==> src/rtl/utx_pkg.sv <==
// Types and constants of the 8N1 UART transmitter.
`default_nettype none
package utx_pkg;

  localparam int unsigned CfgIdxW   = 2;
  localparam int unsigned CfgDataW  = 8;
  localparam int unsigned PreCntW   = 10;
  localparam int unsigned DivW      = 11;
  localparam int unsigned DataBits  = 8;
  localparam int unsigned BitIdxW   = 3;
  localparam int unsigned OutDataW  = 8;

  // Register indexes of the configuration channel.
  localparam logic [CfgIdxW-1:0] RegPrescaleSel = 2'd0;
  localparam logic [CfgIdxW-1:0] RegCompareTop  = 2'd1;

  // Prescaler select codes.
  localparam logic [2:0] PreDiv1    = 3'd0;
  localparam logic [2:0] PreDiv8    = 3'd1;
  localparam logic [2:0] PreDiv64   = 3'd2;
  localparam logic [2:0] PreDiv256  = 3'd3;

  // Input item kinds.
  localparam logic ReqTick  = 1'b0;
  localparam logic ReqOffer = 1'b1;

  typedef enum logic [3:0] {
    PhIdle  = 4'b0001,
    PhStart = 4'b0010,
    PhData  = 4'b0100,
    PhStop  = 4'b1000
  } phase_e;

  // Tick division of a prescaler code; unused codes divide by 1024.
  function automatic logic [DivW-1:0] prescale_div(input logic [2:0] sel);
    logic [DivW-1:0] div;
    unique case (sel)
      PreDiv1:   div = 11'd1;
      PreDiv8:   div = 11'd8;
      PreDiv64:  div = 11'd64;
      PreDiv256: div = 11'd256;
      default:   div = 11'd1024;
    endcase
    return div;
  endfunction

endpackage
`default_nettype wire

==> src/rtl/uart_transmitter_8n1_core.sv <==
// Transmit-only 8N1 UART core driven by a stream of tick and byte items.
//
// Input stream: each transfer is one item. tuser selects the kind: 0 is one
// tick of the baud timebase, 1 offers tdata as a byte to send. A byte is
// taken straight into the shifter when the line is idle, into the one-byte
// holding register while a frame is out, and refused when that is full.
// Output stream: one registered result per item, valid in the cycle after the
// input transfer: line level, busy flag and whether an offered byte was taken.
// A bit lasts prescale * (compare_top + 1) ticks.
// Throughput is one item per cycle while not stalled; all per-item work sits
// between the timer/shifter state registers and the single output register.
// The input ready is high whenever the output register is empty or being
// drained, so a stalled receiver holds off new items after exactly one
// result is parked; nothing is dropped.
// Configuration writes are always ready and take effect on the next item.
// Reset clears the timebase, sets the line idle (high) and empties the
// holding register and the output register.
`default_nettype none
module uart_transmitter_8n1_core (
  input  wire logic                         clk_i,
  input  wire logic                         rst_ni,
  input  wire logic                         s_axis_tvalid_i,
  output logic                              s_axis_tready_o,
  input  wire logic [7:0]                   s_axis_tdata_i,   // [7:0] data_byte
  input  wire logic                         s_axis_tuser_i,   // [0] req_type
  output logic                              m_axis_tvalid_o,
  input  wire logic                         m_axis_tready_i,
  // [0] tx_level, [1] busy_res, [2] byte_accepted, [7:3] zero
  output logic [utx_pkg::OutDataW-1:0]      m_axis_tdata_o,
  input  wire logic                         cfg_valid_i,
  output logic                              cfg_ready_o,
  input  wire logic [utx_pkg::CfgIdxW-1:0]  cfg_index_i,
  input  wire logic [utx_pkg::CfgDataW-1:0] cfg_data_i
);
  import utx_pkg::*;

  logic [2:0]          presel_q;
  logic [7:0]          top_q;
  logic [PreCntW-1:0]  pre_cnt_q, pre_cnt_d;
  logic [7:0]          tmr_q, tmr_d;
  logic [7:0]          shift_q, shift_d;
  logic [BitIdxW-1:0]  idx_q, idx_d;
  phase_e              phase_q, phase_d;
  logic [7:0]          hold_q, hold_d;
  logic                hold_vld_q, hold_vld_d;
  logic                out_vld_q;
  logic [OutDataW-1:0] out_data_q;

  logic                in_xfer;
  logic                accepted;
  logic                level;
  logic [DivW-1:0]     pre_next;

  assign cfg_ready_o     = 1'b1;
  assign s_axis_tready_o = !out_vld_q || m_axis_tready_i;
  assign in_xfer         = s_axis_tvalid_i && s_axis_tready_o;
  assign pre_next        = {1'b0, pre_cnt_q} + 11'd1;

  always_comb begin
    pre_cnt_d  = pre_cnt_q;
    tmr_d      = tmr_q;
    shift_d    = shift_q;
    idx_d      = idx_q;
    phase_d    = phase_q;
    hold_d     = hold_q;
    hold_vld_d = hold_vld_q;
    accepted   = 1'b0;
    if (s_axis_tuser_i == ReqTick) begin
      if (phase_q != PhIdle) begin
        if (pre_next < prescale_div(presel_q)) begin
          pre_cnt_d = pre_next[PreCntW-1:0];
        end else begin
          pre_cnt_d = '0;
          if (tmr_q < top_q) begin
            tmr_d = tmr_q + 8'd1;
          end else begin
            tmr_d = '0;
            // End of one bit time: advance through the frame.
            unique case (phase_q)
              PhStart: begin
                phase_d = PhData;
                idx_d   = '0;
              end
              PhData: begin
                idx_d = idx_q + 3'd1;
                if (idx_q == BitIdxW'(DataBits - 1)) begin
                  phase_d = PhStop;
                end
              end
              default: begin
                if (hold_vld_q) begin
                  hold_vld_d = 1'b0;
                  shift_d    = hold_q;
                  idx_d      = '0;
                  phase_d    = PhStart;
                  pre_cnt_d  = '0;
                end else begin
                  phase_d = PhIdle;
                  idx_d   = '0;
                end
              end
            endcase
          end
        end
      end
    end else if (!hold_vld_q) begin
      accepted = 1'b1;
      if (phase_q == PhIdle) begin
        shift_d   = s_axis_tdata_i;
        idx_d     = '0;
        phase_d   = PhStart;
        pre_cnt_d = '0;
        tmr_d     = '0;
      end else begin
        hold_d     = s_axis_tdata_i;
        hold_vld_d = 1'b1;
      end
    end
  end

  always_comb begin
    unique case (phase_d)
      PhStart: level = 1'b0;
      PhData:  level = shift_d[idx_d];
      default: level = 1'b1;
    endcase
  end

  always_ff @(posedge clk_i or negedge rst_ni) begin
    if (!rst_ni) begin
      presel_q <= '0;
      top_q    <= '0;
    end else if (cfg_valid_i && cfg_ready_o) begin
      if (cfg_index_i == RegPrescaleSel) begin
        presel_q <= cfg_data_i[2:0];
      end else if (cfg_index_i == RegCompareTop) begin
        top_q <= cfg_data_i[7:0];
      end
    end
  end

  always_ff @(posedge clk_i or negedge rst_ni) begin
    if (!rst_ni) begin
      pre_cnt_q  <= '0;
      tmr_q      <= '0;
      shift_q    <= '0;
      idx_q      <= '0;
      phase_q    <= PhIdle;
      hold_vld_q <= 1'b0;
    end else if (in_xfer) begin
      pre_cnt_q  <= pre_cnt_d;
      tmr_q      <= tmr_d;
      shift_q    <= shift_d;
      idx_q      <= idx_d;
      phase_q    <= phase_d;
      hold_vld_q <= hold_vld_d;
    end
  end

  // The holding byte is only read while its valid flag is set.
  always_ff @(posedge clk_i) begin
    if (in_xfer) begin
      hold_q <= hold_d;
    end
  end

  always_ff @(posedge clk_i or negedge rst_ni) begin
    if (!rst_ni) begin
      out_vld_q <= 1'b0;
    end else if (in_xfer) begin
      out_vld_q <= 1'b1;
    end else if (m_axis_tready_i) begin
      out_vld_q <= 1'b0;
    end
  end

  always_ff @(posedge clk_i) begin
    if (in_xfer) begin
      out_data_q <= {5'd0, accepted, (phase_d != PhIdle) || hold_vld_d, level};
    end
  end

  assign m_axis_tvalid_o = out_vld_q;
  assign m_axis_tdata_o  = out_data_q;

endmodule
`default_nettype wire

==> config.mk <==
export PLATFORM = sky130hd
export DESIGN_NAME = uart_transmitter_8n1_core
export DESIGN_NICKNAME = d
export VERILOG_FILES = /design/src/rtl/utx_pkg.sv /design/src/rtl/uart_transmitter_8n1_core.sv
export SDC_FILE = /design/constraint.sdc
export NUM_CORES = 1
export LEC_CHECK = 0
export CORE_ASPECT_RATIO = 1.5
export CORE_UTILIZATION = 40
export CTS_BUF_LIST = sky130_fd_sc_hd__clkbuf_4
export CTS_CLUSTER_DIAMETER = 200
export DETAILED_ROUTE_END_ITERATION = 8
export DONT_BUFFER_PORTS = 1
export GPL_TIMING_DRIVEN = 0
export PLACE_DENSITY = 0.56
export SLEW_MARGIN = 5
export SYNTH_ARGS = -nofsm -noshare
export SYNTH_HDL_FRONTEND = slang
export SYNTH_SLANG_ARGS = --single-unit
==> constraint.sdc <==
create_clock -name clk_i -period 7 [get_ports clk_i]
set_clock_uncertainty 0.1 [all_clocks]
set_input_delay 0.7 -clock clk_i [delete_from_list [all_inputs] [get_ports clk_i]]
set_output_delay 0.7 -clock clk_i [all_outputs]
set_load 0.02 [all_outputs]
==> summary by stage <==
Status
The flow ran to the end, and the final reports show no timing, DRC or antenna violations.

Placement
Port buffering added 0 buffers. The HPWL after detailed placement is 6.145 mm. The final estimated routing congestion in global placement is 0.8472.

Drt
The per-cell via count in the routed design is about 5.6. The final antenna-violating net count is 0. The number of DRC violations after detailed-routing iteration 0 is around 170. In the final routed layout, each cell accounts on average for 16.24 um.

For this run, the detailed router's first-pass iteration total came to 4. The post-detailed-route DRC marker count is 0. The post-detailed-routing wire length is 8.656 mm. For this block, the via count after detailed routing is a little under 3,000.

Timing
Setup violations remaining at the end of the flow were counted as 0. The worst relative slew slack is between 10 and 15%. The number of max-slew violations in the final report came to 0. Based on the critical path, the design can be clocked at up to ~210 MHz. The worst path uses 67.36% of the clock period. The final-layout setup total negative slack is 0 ps. Setup repair after global routing left no endpoint under its margin. For the pin with the worst max-slew slack, the measured transition is 1271 ps.

The clock period minus final worst setup slack is roughly 4700 ps. The number of hold violations in the final report came to 0. The smallest hold slack is around 16 ps.

Flow run
The number of maximum-capacitance violations is 0.

Synthesis
The flip-flop cell with the highest count after synthesis is sky130_fd_sc_hd__dfrtp_1. After synthesis, the share of flip-flops with an asynchronous set or reset is 80.70%. In the synthesized netlist, the number of instances is about 400.

The number of enable flip-flop cells after synthesis is 11. The synthesis warning total is 0. Counting distinct cell types in the post-synthesis netlist gives 62. The sequential fraction of the synthesis area is 40.58%.

The synthesized netlist occupies a cell area of between 3000 and 4000 um^2. After synthesis, the mean cell area works out to ~9.1 um^2. The number of synthesized register bits is 57.

Global routing
The global routing usage summed across all routing layers is 20.64%. The first-pass GRT wire length is approximately 15 mm. The number of antenna violations at the first check in global routing was 0. The number of global-route vias before repair came to between 3,000 and 4,000. The largest net degree at the start of global routing is between 40 and 50. The remaining global-route overflow is 0.

Floorplan
The number of ports placed on the die boundary is 35. The die boundary width is 80.04 um. The placeable core region is ~8800 um^2.

The full die area is 9528 um^2. The number of rows created at floorplan is 42. The initial cell density of the core is approximately 41%.

The floorplan step set the die height to roughly 120 um.

Power
In this run the power density over the cells is 266.5 nW/um^2. Summed over all cells, the static leakage comes to ~1.6 nW. The maximum vdd ir drop is 0.1175 mV.

Clock tree
The count of instances resized after the clock tree is built is 0. Counting the buffers created by CTS gives 9. The clock reaches the later pin of the worst-skew pair after roughly 430 ps.

Counting every sink on the clock net gives 57. TritonCTS built the clock tree. The cell sitting at the root of the clock tree is a sky130_fd_sc_hd__clkbuf_4. In this run the number of H-tree levels came out at 3. In this run the deepest clock path goes through 2 buffers. After clock tree synthesis, the clock-pin slew on the worst setup and hold paths is about 110 ps.

Critical path
Data on the critical path is required at its endpoint by roughly 7100 ps. The worst setup path category is reg2reg. The endpoint of the worst register-to-register path is m_axis_tdata_o[0]$_DFFE_PP_. Data arrives at the worst endpoint at around 4800 ps.

The kind of start point of the critical path is a flip-flop. Setup slack on the worst reg-to-reg path comes out at approximately 2300 ps. The cell count of the worst reg-to-reg path is 15. STA classifies the critical path endpoint as a flip-flop. The biggest fanout along the worst timing path is 8. In this run the critical register-to-register path is launched from pre_cnt_q[0]$_DFFE_PN0P_.

Layout
The final core utilization is 45.48%. The fraction of final layout cells sized beyond drive strength 1 is between 10% and 20%. In the final design database the tool counted 457 nets. The area added between synthesis and finish is 9.897%. The number of fill cells in the layout is around 860. The number of diodes is 0.

Worst hold path
In this run the worst hold path is classified as in2async.
## cell usage in the layout, fill, tap and decap left out, drive strengths merged, types with 11 or more instances in the layout
cell / n
nand3: 12
nor2: 19
nand2b: 13
inv: 22
nand2: 70
o21ai: 40
clkbuf: 19
a21oi: 23
ha: 15
edfxtp: 11
nor3: 14
dfrtp: 45
mux2: 12
## state kept, by name, summed over array words and instances (netlist names)
signal / count
hold_q: 8
hold_vld_q: 1
idx_q: 3
m_axis_tdata_o: 3
m_axis_tvalid_o: 1
phase_q: 4
pre_cnt_q: 10
presel_q: 3
shift_q: 8
tmr_q: 8
top_q: 8
## metal layers
layer | global-route usage (%) | up-vias | wire length (um)
met5 | 0 | - | 0
met4 | 8.371 | 0 | 140
li1 | - | 1479 | -
met1 | 26.56 | 1429 | 3760
met3 | 4.061 | 11 | 254
met2 | 33.49 | 44 | 4501
## worst max-delay path, stage by stage, from the launching register on
cell and delay (ps):
sky130_fd_sc_hd__dfrtp_1 500, sky130_fd_sc_hd__ha_1 190, sky130_fd_sc_hd__clkbuf_1 270, sky130_fd_sc_hd__nand4_1 160, sky130_fd_sc_hd__xnor2_1 170, sky130_fd_sc_hd__ha_1 330, sky130_fd_sc_hd__o211ai_1 180, sky130_fd_sc_hd__a2111oi_4 390
sky130_fd_sc_hd__a311oi_2 140, sky130_fd_sc_hd__nor3_1 850, sky130_fd_sc_hd__a2111oi_0 270, sky130_fd_sc_hd__a311oi_1 340, sky130_fd_sc_hd__nor3_1 80, sky130_fd_sc_hd__nor4b_1 280, sky130_fd_sc_hd__or4_1 170, sky130_fd_sc_hd__a21oi_1 60
## cell families (layout without fill, tap and decap cells)
group	Yosys count	after routing	share of synthesized area, %
mux	13	13	4.075
flops	57	57	40.58
fa+ha+maj	15	15	5.137
other cells	2	6	0.2056
compound gates	103	103	19.93
xor+xnor	9	9	2.158
buf+inv	41	58	5.274
simple gates	162	162	22.64
## worst max path at each step
stage | start | endpoint | slack (ps) | cells past startpoint
floorplan | pre_cnt_q[0]$_DFFE_PN0P_ | m_axis_tdata_o[0]$_DFFE_PP_ | 3030 | 15
global placement | pre_cnt_q[0]$_DFFE_PN0P_ | m_axis_tdata_o[0]$_DFFE_PP_ | 2450 | 15
detailed placement | pre_cnt_q[0]$_DFFE_PN0P_ | m_axis_tdata_o[0]$_DFFE_PP_ | 2400 | 15
CTS | pre_cnt_q[0]$_DFFE_PN0P_ | m_axis_tdata_o[0]$_DFFE_PP_ | 2370 | 15
global route | pre_cnt_q[0]$_DFFE_PN0P_ | m_axis_tdata_o[0]$_DFFE_PP_ | 1840 | 15
finish | pre_cnt_q[0]$_DFFE_PN0P_ | m_axis_tdata_o[0]$_DFFE_PP_ | 2280 | 15
## Yosys cell counts, types with 4 or more instances
cell type | instances | share of area, %
sky130_fd_sc_hd__a2111oi_0 | 7 | 1.7
sky130_fd_sc_hd__a21oi_1 | 20 | 2.7
sky130_fd_sc_hd__a311oi_1 | 9 | 2.2
sky130_fd_sc_hd__and3_1 | 6 | 1.0
sky130_fd_sc_hd__buf_4 | 6 | 1.2
sky130_fd_sc_hd__clkbuf_1 | 9 | 0.92
sky130_fd_sc_hd__dfrtp_1 | 45 | 31
sky130_fd_sc_hd__edfxtp_1 | 11 | 9.0
sky130_fd_sc_hd__ha_1 | 15 | 5.1
sky130_fd_sc_hd__inv_1 | 21 | 2.2
sky130_fd_sc_hd__mux2_2 | 11 | 3.4
sky130_fd_sc_hd__nand2_1 | 70 | 7.2
sky130_fd_sc_hd__nand2b_1 | 13 | 2.2
sky130_fd_sc_hd__nand3_1 | 12 | 1.6
sky130_fd_sc_hd__nor2_1 | 19 | 2.0
sky130_fd_sc_hd__nor3_1 | 14 | 1.9
sky130_fd_sc_hd__o211ai_1 | 5 | 1.0
sky130_fd_sc_hd__o21ai_0 | 38 | 5.2
sky130_fd_sc_hd__o31ai_1 | 4 | 0.82
sky130_fd_sc_hd__xnor2_1 | 6 | 1.4
## through the flow
| step | power [mW] | area (um^2) | worst slack (ps) | cells |
|---|---|---|---|---|
| after global placement | 0.7425 | 3806 | 2453 | 516 |
| after detailed placement | 0.7545 | 3806 | 2402 | 516 |
| after floorplan | 0.6794 | 3669 | 3032 | 406 |
| final | 1.070 | 4015 | 2285 | 533 |
| after global routing | 1.149 | 4015 | 1838 | 533 |
| after CTS | 1.080 | 4015 | 2369 | 533 |
## report_power, final
group          switching, mW  total (mW)  internal, mW
clock network          0.131       0.314         0.183
logic                  0.178       0.299         0.121
registers             0.0635       0.457         0.393
## layout make-up
| cell class | count | area (um^2) | share of cell area, % |
|---|---|---|---|
| Buffer | 18 | 106.4 | 2.649 |
| Clock buffer | 10 | 75.07 | 1.870 |
| Clock inverter | 6 | 106.4 | 2.649 |
| Inverter | 23 | 86.33 | 2.150 |
| Multi-Input combinational cell | 308 | 1993 | 49.64 |
| Sequential cell | 57 | 1483 | 36.93 |
| Tap cell | 110 | 137.6 | 3.428 |
| Timing Repair Buffer | 1 | 27.53 | 0.6856 |
## repair_timing
action | CTS | global route
setup endpoints to repair | 0 | 0
hold endpoints to repair | 46 | 0
hold buffers | 1 | 0
setup buffers | 0 | 0
(Power assumes the default switching activity.)
